`config.mk`:
```
export PLATFORM = sky130hd
export DESIGN_NAME = crc16_checked_frame_receiver
export DESIGN_NICKNAME = d
export VERILOG_FILES = /design/src/design/cfr_pkg.sv /design/src/design/cfr_in_reg.sv /design/src/design/cfr_parser.sv /design/src/design/crc16_checked_frame_receiver.sv
export SDC_FILE = /design/constraint.sdc
export NUM_CORES = 1
export LEC_CHECK = 0
export BUFFER_PORTS_ARGS = -buffer_cell sky130_fd_sc_hd__buf_2
export CAP_MARGIN = 40
export CORE_MARGIN = 1
export CORE_UTILIZATION = 45
export DETAILED_ROUTE_END_ITERATION = 10
export GPL_TIMING_DRIVEN = 0
export PLACE_DENSITY = 0.77
export SKIP_CTS_REPAIR_TIMING = 1
export SLEW_MARGIN = 20
export SYNTH_ARGS = -nofsm -noshare
export SYNTH_HDL_FRONTEND = slang
export SYNTH_SLANG_ARGS = --single-unit
```
`constraint.sdc`:
```
create_clock -name clk_i -period 21.8 [get_ports clk_i]
set_input_delay 4.36 -clock clk_i [delete_from_list [all_inputs] [get_ports clk_i]]
set_output_delay 4.36 -clock clk_i [all_outputs]
set_load 0.005 [all_outputs]
```
`src/design/cfr_pkg.sv`:
```
// Shared types, constants and the byte-wide CRC-16 step of the frame receiver.
package cfr_pkg;

  localparam logic [15:0] CRC_INIT      = 16'hFFFF;
  localparam logic [15:0] CRC_POLY      = 16'h8408;
  localparam logic [7:0]  HEADER_RESET  = 8'hA5;
  localparam logic [7:0]  COMMAND_RESET = 8'h05;

  localparam int FIELD_FIRST = 2;
  localparam int FIELD_LAST  = 14;
  localparam int BODY_BYTES  = FIELD_LAST - FIELD_FIRST + 1;

  typedef enum logic {
    CFG_HEADER  = 1'b0,
    CFG_COMMAND = 1'b1
  } cfg_idx_e;

  typedef struct packed {
    logic        valid;
    logic [7:0]  data;
  } byte_word_t;

  typedef struct packed {
    logic        frame_ok;
    logic [15:0] length_field;
    logic [31:0] yaw_bits;
    logic [31:0] pitch_bits;
    logic [7:0]  mode_byte;
    logic [7:0]  side_byte;
    logic [7:0]  speed_mode_byte;
    logic [15:0] computed_crc;
  } frame_res_t;

  function automatic logic [15:0] crc16_step(input logic [15:0] crc, input logic [7:0] b);
    logic [15:0] c;
    c = crc ^ {8'h00, b};
    for (int k = 0; k < 8; k++) begin
      c = c[0] ? ((c >> 1) ^ CRC_POLY) : (c >> 1);
    end
    return c;
  endfunction

endpackage

```
`src/design/cfr_in_reg.sv`:
```
// Input register stage that holds one received byte word until the parser takes it.
module cfr_in_reg (
  input  logic               clk_i,
  input  logic               rst_ni,
  input  logic               rx_valid_i,
  output logic               rx_ready_o,
  input  logic [7:0]         rx_byte_i,
  input  logic               adv_i,
  output cfr_pkg::byte_word_t word_o
);
  import cfr_pkg::*;

  logic       valid_q, valid_d;
  logic [7:0] data_q;
  logic       take;

  assign rx_ready_o = !valid_q || adv_i;
  assign take       = rx_valid_i && rx_ready_o;

  always_comb begin
    valid_d = valid_q;
    if (take) begin
      valid_d = 1'b1;
    end else if (adv_i) begin
      valid_d = 1'b0;
    end
  end

  always_ff @(posedge clk_i or negedge rst_ni) begin
    if (!rst_ni) begin
      valid_q <= 1'b0;
    end else begin
      valid_q <= valid_d;
    end
  end

  always_ff @(posedge clk_i) begin
    if (take) begin
      data_q <= rx_byte_i;
    end
  end

  assign word_o.valid = valid_q;
  assign word_o.data  = data_q;

endmodule

```
`src/design/cfr_parser.sv`:
```
// Frame hunt, running CRC, field capture and result build for one byte per cycle while step_i is high.
module cfr_parser #(
  parameter int FRAME_BYTES = 17
) (
  input  logic               clk_i,
  input  logic               rst_ni,
  input  logic               step_i,
  input  logic [7:0]         byte_i,
  input  logic [7:0]         header_i,
  input  logic [7:0]         command_i,
  output logic               last_o,
  output cfr_pkg::frame_res_t res_o
);
  import cfr_pkg::*;

  localparam int PW = $clog2(FRAME_BYTES);
  localparam logic [PW-1:0] POS_ONE  = PW'(1);
  localparam logic [PW-1:0] POS_TWO  = PW'(2);
  localparam logic [PW-1:0] CRC_END  = PW'(FRAME_BYTES - 2);
  localparam logic [PW-1:0] LAST_POS = PW'(FRAME_BYTES - 1);

  logic [PW-1:0] pos_q, pos_d;
  logic [15:0]   crc_q, crc_d;
  logic [15:0]   crc_step;
  logic          restart;
  logic [7:0]    body_q [BODY_BYTES];
  logic [7:0]    trailer_lo_q;

  assign restart  = (pos_q == '0) || ((pos_q == POS_ONE) && (byte_i != command_i));
  assign crc_step = crc16_step(restart ? CRC_INIT : crc_q, byte_i);

  always_comb begin
    pos_d = pos_q;
    crc_d = crc_q;
    priority if (pos_q == '0) begin
      if (byte_i == header_i) begin
        pos_d = POS_ONE;
        crc_d = crc_step;
      end else begin
        pos_d = '0;
        crc_d = CRC_INIT;
      end
    end else if (pos_q == POS_ONE) begin
      if (byte_i == command_i) begin
        pos_d = POS_TWO;
        crc_d = crc_step;
      end else if (byte_i == header_i) begin
        pos_d = POS_ONE;
        crc_d = crc_step;
      end else begin
        pos_d = '0;
        crc_d = CRC_INIT;
      end
    end else if (pos_q == LAST_POS) begin
      pos_d = '0;
      crc_d = CRC_INIT;
    end else begin
      pos_d = pos_q + PW'(1);
      if (pos_q < CRC_END) begin
        crc_d = crc_step;
      end
    end
  end

  always_ff @(posedge clk_i or negedge rst_ni) begin
    if (!rst_ni) begin
      pos_q <= '0;
      crc_q <= CRC_INIT;
    end else if (step_i) begin
      pos_q <= pos_d;
      crc_q <= crc_d;
    end
  end

  always_ff @(posedge clk_i) begin
    if (step_i && (pos_q == CRC_END)) begin
      trailer_lo_q <= byte_i;
    end
    for (int i = 0; i < BODY_BYTES; i++) begin
      if (step_i && (pos_q == PW'(i + FIELD_FIRST))) begin
        body_q[i] <= byte_i;
      end
    end
  end

  assign last_o = (pos_q == LAST_POS);

  assign res_o.frame_ok        = (crc_q == {byte_i, trailer_lo_q});
  assign res_o.length_field    = {body_q[1], body_q[0]};
  assign res_o.yaw_bits        = {body_q[5], body_q[4], body_q[3], body_q[2]};
  assign res_o.pitch_bits      = {body_q[9], body_q[8], body_q[7], body_q[6]};
  assign res_o.mode_byte       = body_q[10];
  assign res_o.side_byte       = body_q[11];
  assign res_o.speed_mode_byte = body_q[12];
  assign res_o.computed_crc    = crc_q;

endmodule

```
`src/design/crc16_checked_frame_receiver.sv`:
```
// Top level of the CRC-16 checked frame receiver.
// Usage:
//   rx channel (rx_valid_i/rx_ready_o/rx_byte_i) carries one received byte per word.
//   res channel (res_valid_o/res_ready_i and field ports) carries one word per frame.
//   The block hunts for the header byte then the command byte, collects the
//   rest of the frame, and checks the CRC-16 (poly 0x8408, init 0xFFFF) over all
//   bytes but the last two against the trailer, low byte first.
//   Config: cfg_we_i writes cfg_wdata_i to header (index 0) or command (index 1).
// Timing:
//   One byte word is taken every cycle while the input register is not held; the
//   result of a frame goes through the input register, then the result register.
//   The CRC takes one byte-wide step per cycle in the parser while it advances.
// Reset:
//   Clears the hunt state, the CRC and both channel valids; header 0xA5,
//   command 0x05.
// Backpressure:
//   A result waits in the result register while res_ready_i is low; bytes that
//   do not end a frame keep flowing, and the final byte of the next frame holds
//   in the input register until the result register frees.
module crc16_checked_frame_receiver #(
  parameter int FRAME_BYTES = 17
) (
  input  logic        clk_i,
  input  logic        rst_ni,
  input  logic        cfg_we_i,
  input  logic        cfg_idx_i,
  input  logic [7:0]  cfg_wdata_i,
  input  logic        rx_valid_i,
  output logic        rx_ready_o,
  input  logic [7:0]  rx_byte_i,
  output logic        res_valid_o,
  input  logic        res_ready_i,
  output logic        frame_ok_o,
  output logic [15:0] length_field_o,
  output logic [31:0] yaw_bits_o,
  output logic [31:0] pitch_bits_o,
  output logic [7:0]  mode_byte_o,
  output logic [7:0]  side_byte_o,
  output logic [7:0]  speed_mode_byte_o,
  output logic [15:0] computed_crc_o
);
  import cfr_pkg::*;

  logic       [7:0] header_q;
  logic       [7:0] command_q;
  byte_word_t       word;
  logic             adv;
  logic             last;
  frame_res_t       res;
  frame_res_t       res_q;
  logic             res_valid_q, res_valid_d;
  logic             load;
  cfg_idx_e         cfg_idx;

  assign cfg_idx = cfg_idx_e'(cfg_idx_i);

  always_ff @(posedge clk_i or negedge rst_ni) begin
    if (!rst_ni) begin
      header_q  <= HEADER_RESET;
      command_q <= COMMAND_RESET;
    end else if (cfg_we_i) begin
      unique case (cfg_idx)
        CFG_HEADER:  header_q  <= cfg_wdata_i;
        CFG_COMMAND: command_q <= cfg_wdata_i;
        default:     header_q  <= header_q;
      endcase
    end
  end

  assign adv  = word.valid && (!last || !res_valid_q || res_ready_i);
  assign load = adv && last;

  cfr_in_reg u_in_reg (
    .clk_i      (clk_i),
    .rst_ni     (rst_ni),
    .rx_valid_i (rx_valid_i),
    .rx_ready_o (rx_ready_o),
    .rx_byte_i  (rx_byte_i),
    .adv_i      (adv),
    .word_o     (word)
  );

  cfr_parser #(
    .FRAME_BYTES (FRAME_BYTES)
  ) u_parser (
    .clk_i     (clk_i),
    .rst_ni    (rst_ni),
    .step_i    (adv),
    .byte_i    (word.data),
    .header_i  (header_q),
    .command_i (command_q),
    .last_o    (last),
    .res_o     (res)
  );

  always_comb begin
    res_valid_d = res_valid_q;
    if (load) begin
      res_valid_d = 1'b1;
    end else if (res_ready_i) begin
      res_valid_d = 1'b0;
    end
  end

  always_ff @(posedge clk_i or negedge rst_ni) begin
    if (!rst_ni) begin
      res_valid_q <= 1'b0;
    end else begin
      res_valid_q <= res_valid_d;
    end
  end

  always_ff @(posedge clk_i) begin
    if (load) begin
      res_q <= res;
    end
  end

  assign res_valid_o       = res_valid_q;
  assign frame_ok_o        = res_q.frame_ok;
  assign length_field_o    = res_q.length_field;
  assign yaw_bits_o        = res_q.yaw_bits;
  assign pitch_bits_o      = res_q.pitch_bits;
  assign mode_byte_o       = res_q.mode_byte;
  assign side_byte_o       = res_q.side_byte;
  assign speed_mode_byte_o = res_q.speed_mode_byte;
  assign computed_crc_o    = res_q.computed_crc;

endmodule

```
==> qor.txt <==
Status -> finished clean
Drt wl/cell -> 18.9 um
Flops & latches, synth -> 280
Worst EP arrival -> 4.95 ns
Initial antenna violation count -> 0
Antenna Nets Post-Route -> 0
Port Buf Inserts -> 144
Number of synthesized flops with an enable pin -> 241
Initial core utilization -> 46.1%
Hold path start -> u_parser.body_q[1][2]$_DFFE_PP_
Worst ir drop on vdd -> 0.0655 mV
H-tree depth -> 1
Layout Utilization -> 55.9%
Final instance area -> 0.0122 sq mm
Net Sw Power -> 381 uW
Setup_tns -> 0 ns
Yosys top cell area share -> 71.7%
Synth Area per Inst -> 18.7 sq um
Async SR Flop Fraction -> 13.9%
CTS root buffer -> clkbuf_16
Post-DP HPWL -> 12,700 um
Via count -> 5,168
Post-DR vias/cell -> 5.07
Internal power -> 1050 uW
Final Hold Viols -> 0
Die X -> 152 um
Netlist cell types -> 49
CTS Sinks -> 280
CP required -> 17.44 ns
Max-cap violations -> 0
Primary FF master, synth -> edfxtp_1
Setup ws final -> 12.49 ns
GP Congestion -> 0.858
Total wire length -> 19,300 um
Drt pass-1 iters -> 4
Startpoint types -> input port
Crit share post-route -> 42.7%
CP max FO -> 3
Sw Ratio -> 26.7%
Max Buffers Root-to-Sink -> 3
Yosys Warn Count -> 0
HP Class -> register to register
Num rows -> 54
WS Path Type -> input port to output port
Layout Skew -> 0.0162 ns
Synth-to-Final Area Change -> 21.2%
Vias in the first global route -> 4,979
Placed inst area -> 0.0113 sq mm
Total core area -> 0.0219 sq mm
Post-synthesis net count -> 567
DRC violations left -> 0
Flop-to-flop setup slack -> 18.85 ns
Fin crit period -> 9.31 ns
Nets -> 746
Initial DRC Count -> 447
CTS tree -> yes
Slew HR -> 47.5%
Worst-Margin Slew -> 0.787 ns
Comb pwr share -> 17.9%
Cell taking the most area after synthesis -> edfxtp_1
Share of cells above drive strength 1 -> 34.3%
RR Startpoint -> u_parser.pos_q[0]$_DFFE_PN0P_
Boundary Pins -> 145
Die Area -> 0.0230 sq mm
Reg power frac -> 49.2%
Commonest cells in the netlist -> edfxtp_1, xnor2_1, a21oi_1
Synth Cell Area -> 0.0101 sq mm
Min-Delay Endpoint -> yaw_bits_o[2]$_DFFE_PP_
Pwr/cell area -> 117 mW/mm^2
Count leader, synth -> edfxtp_1
GR Overflow Total -> 0
Clock share of power -> 32.9%
Gate Count Post-Synth -> 540
Chip height -> 152 um
Place WS -> 12.49 ns
R2r endpoint -> pitch_bits_o[18]$_DFFE_PP_
CTS buffer count -> 27
WHS Path Cells -> 0
CP Capture Type -> output port
Final setup viols -> 0
ANT cells -> 0
Total track usage -> 16.8%
Sequential share of the synthesized area -> 81.7%
P_leak -> 0.00436 uW
FMAX -> 107 MHz
Area contributors post-synth -> edfxtp_1, dfstp_2, dfrtp_1
Reg clk slew, reported paths -> 0.07 ns
Worst skew pair latency -> 0.53 ns
RSZ-0062 raised after global routing -> false
R2R cell count -> 9
First-pass GRT wire length -> 28,600 um
Largest net degree at the start of global routing -> 32
Final slew viol count -> 0
## critical path: stages
cell and delay, ns:
buf_2 0.10, nand2b_1 0.17, nor2_1 0.10, nand2_1 0.09, buf_2 0.14
## cells by family (layout without fill, tap and decap cells)
kind of cell,count (synthesis),count (layout),share of synthesized area [%]
flops,280,280,81.7
simple gates,100,100,5.84
buf+inv,26,226,1.33
xor+xnor,60,60,5.21
compound gates,53,53,3.53
fa+ha+maj,5,5,0.620
mux,16,16,1.79
## stage by stage
stage	hold WS [ns]	cells	power, uW
2_1_floorplan	0.400	540	881
3_3_place_gp	0.401	964	957
3_5_place_dp	0.405	970	968
4_1_cts	0.414	1020	1440
5_1_grt	0.411	1020	1490
6_report	0.414	1020	1430
## metal layers
metal | vias up | wire length [um] | part of all wire (%) | GRT usage (%)
li1 | 2407 | - | - | -
met2 | 183 | 9720 | 51 | 29.3
met3 | 25 | 1170 | 6.1 | 2.66
met1 | 2553 | 8030 | 42 | 22.1
met5 | - | 0 | 0 | 0
met4 | 0 | 318 | 1.7 | 3.91
## cell type report
cell class	instances	area, sq um
Timing Repair Buffer	150	871
Multi-Input combinational cell	234	1720
Clock buffer	35	736
Inverter	6	22.5
Clock inverter	15	179
Fill cell	1677	9660
Buffer	20	111
Tap cell	280	350
Sequential cell	280	8240
## registers in the layout (all words and copies together), names as in the netlist
name                   flops
speed_mode_byte_o          8
res_valid_o                1
side_byte_o                8
u_in_reg.data_q            8
u_parser.trailer_lo_q      8
u_in_reg.valid_q           1
mode_byte_o                8
pitch_bits_o              32
u_parser.crc_q            16
yaw_bits_o                32
computed_crc_o            16
u_parser.body_q          104
command_q                  8
header_q                   8
u_parser.pos_q             5
length_field_o            16
frame_ok_o                 1
## power by group through the flow
stage                     Sequential, uW  Combinational [uW]  Clock [uW]
after floorplan                      705                 176           0
after global placement               720                 236           0
after detailed placement             714                 254           0
after CTS                            704                 255         480
after global routing                 709                 280         498
final                                703                 255         470
## layout by cell type (no fill, tap or decap), types with 2 or more instances in the layout
cell        netlist  layout
ha_1              5       5
clkbuf_16         0      27
bufinv_16         0       3
xor2_1           15      15
dfrtp_1          17      17
o22a_1            5       5
clkbuf_8          0       3
nor2_1           22      21
clkinv_4          0       2
buf_4             4       4
inv_1             6       6
buf_16            0       4
nand4_1          11      11
clkinvlp_4        0       4
nand2b_1          6       6
buf_2            10     154
o21ai_0           2       2
nor2b_1           4       4
edfxtp_1        241     241
and3_1            5       5
mux2_2           16      16
dfstp_2          22      22
o211ai_1          2       2
o311ai_1          4       4
clkinv_2          0       3
nand3b_1          7       7
nand3_1           8       8
a2111oi_0         4       4
xnor2_1          45      45
inv_6             0       3
a21oi_1          25      25
a311oi_1          2       2
nor3_1            4       4
and4_1            2       2
and2_1           12      12
clkbuf_1          4       9
buf_12            0       2
nand2_1          10      10
## worst max-delay path by stage
| stage | from | end | cells past startpoint |
|---|---|---|---|
| floorplan | res_ready_i | computed_crc_o[0]$_DFFE_PP_ | 4 |
| global placement | res_ready_i | mode_byte_o[2]$_DFFE_PP_ | 5 |
| detailed placement | res_ready_i | rx_ready_o | 5 |
| CTS | res_ready_i | rx_ready_o | 5 |
| global route | res_ready_i | rx_ready_o | 5 |
| finish | res_ready_i | rx_ready_o | 5 |
Note: power is estimated with default switching activity, not from simulation.
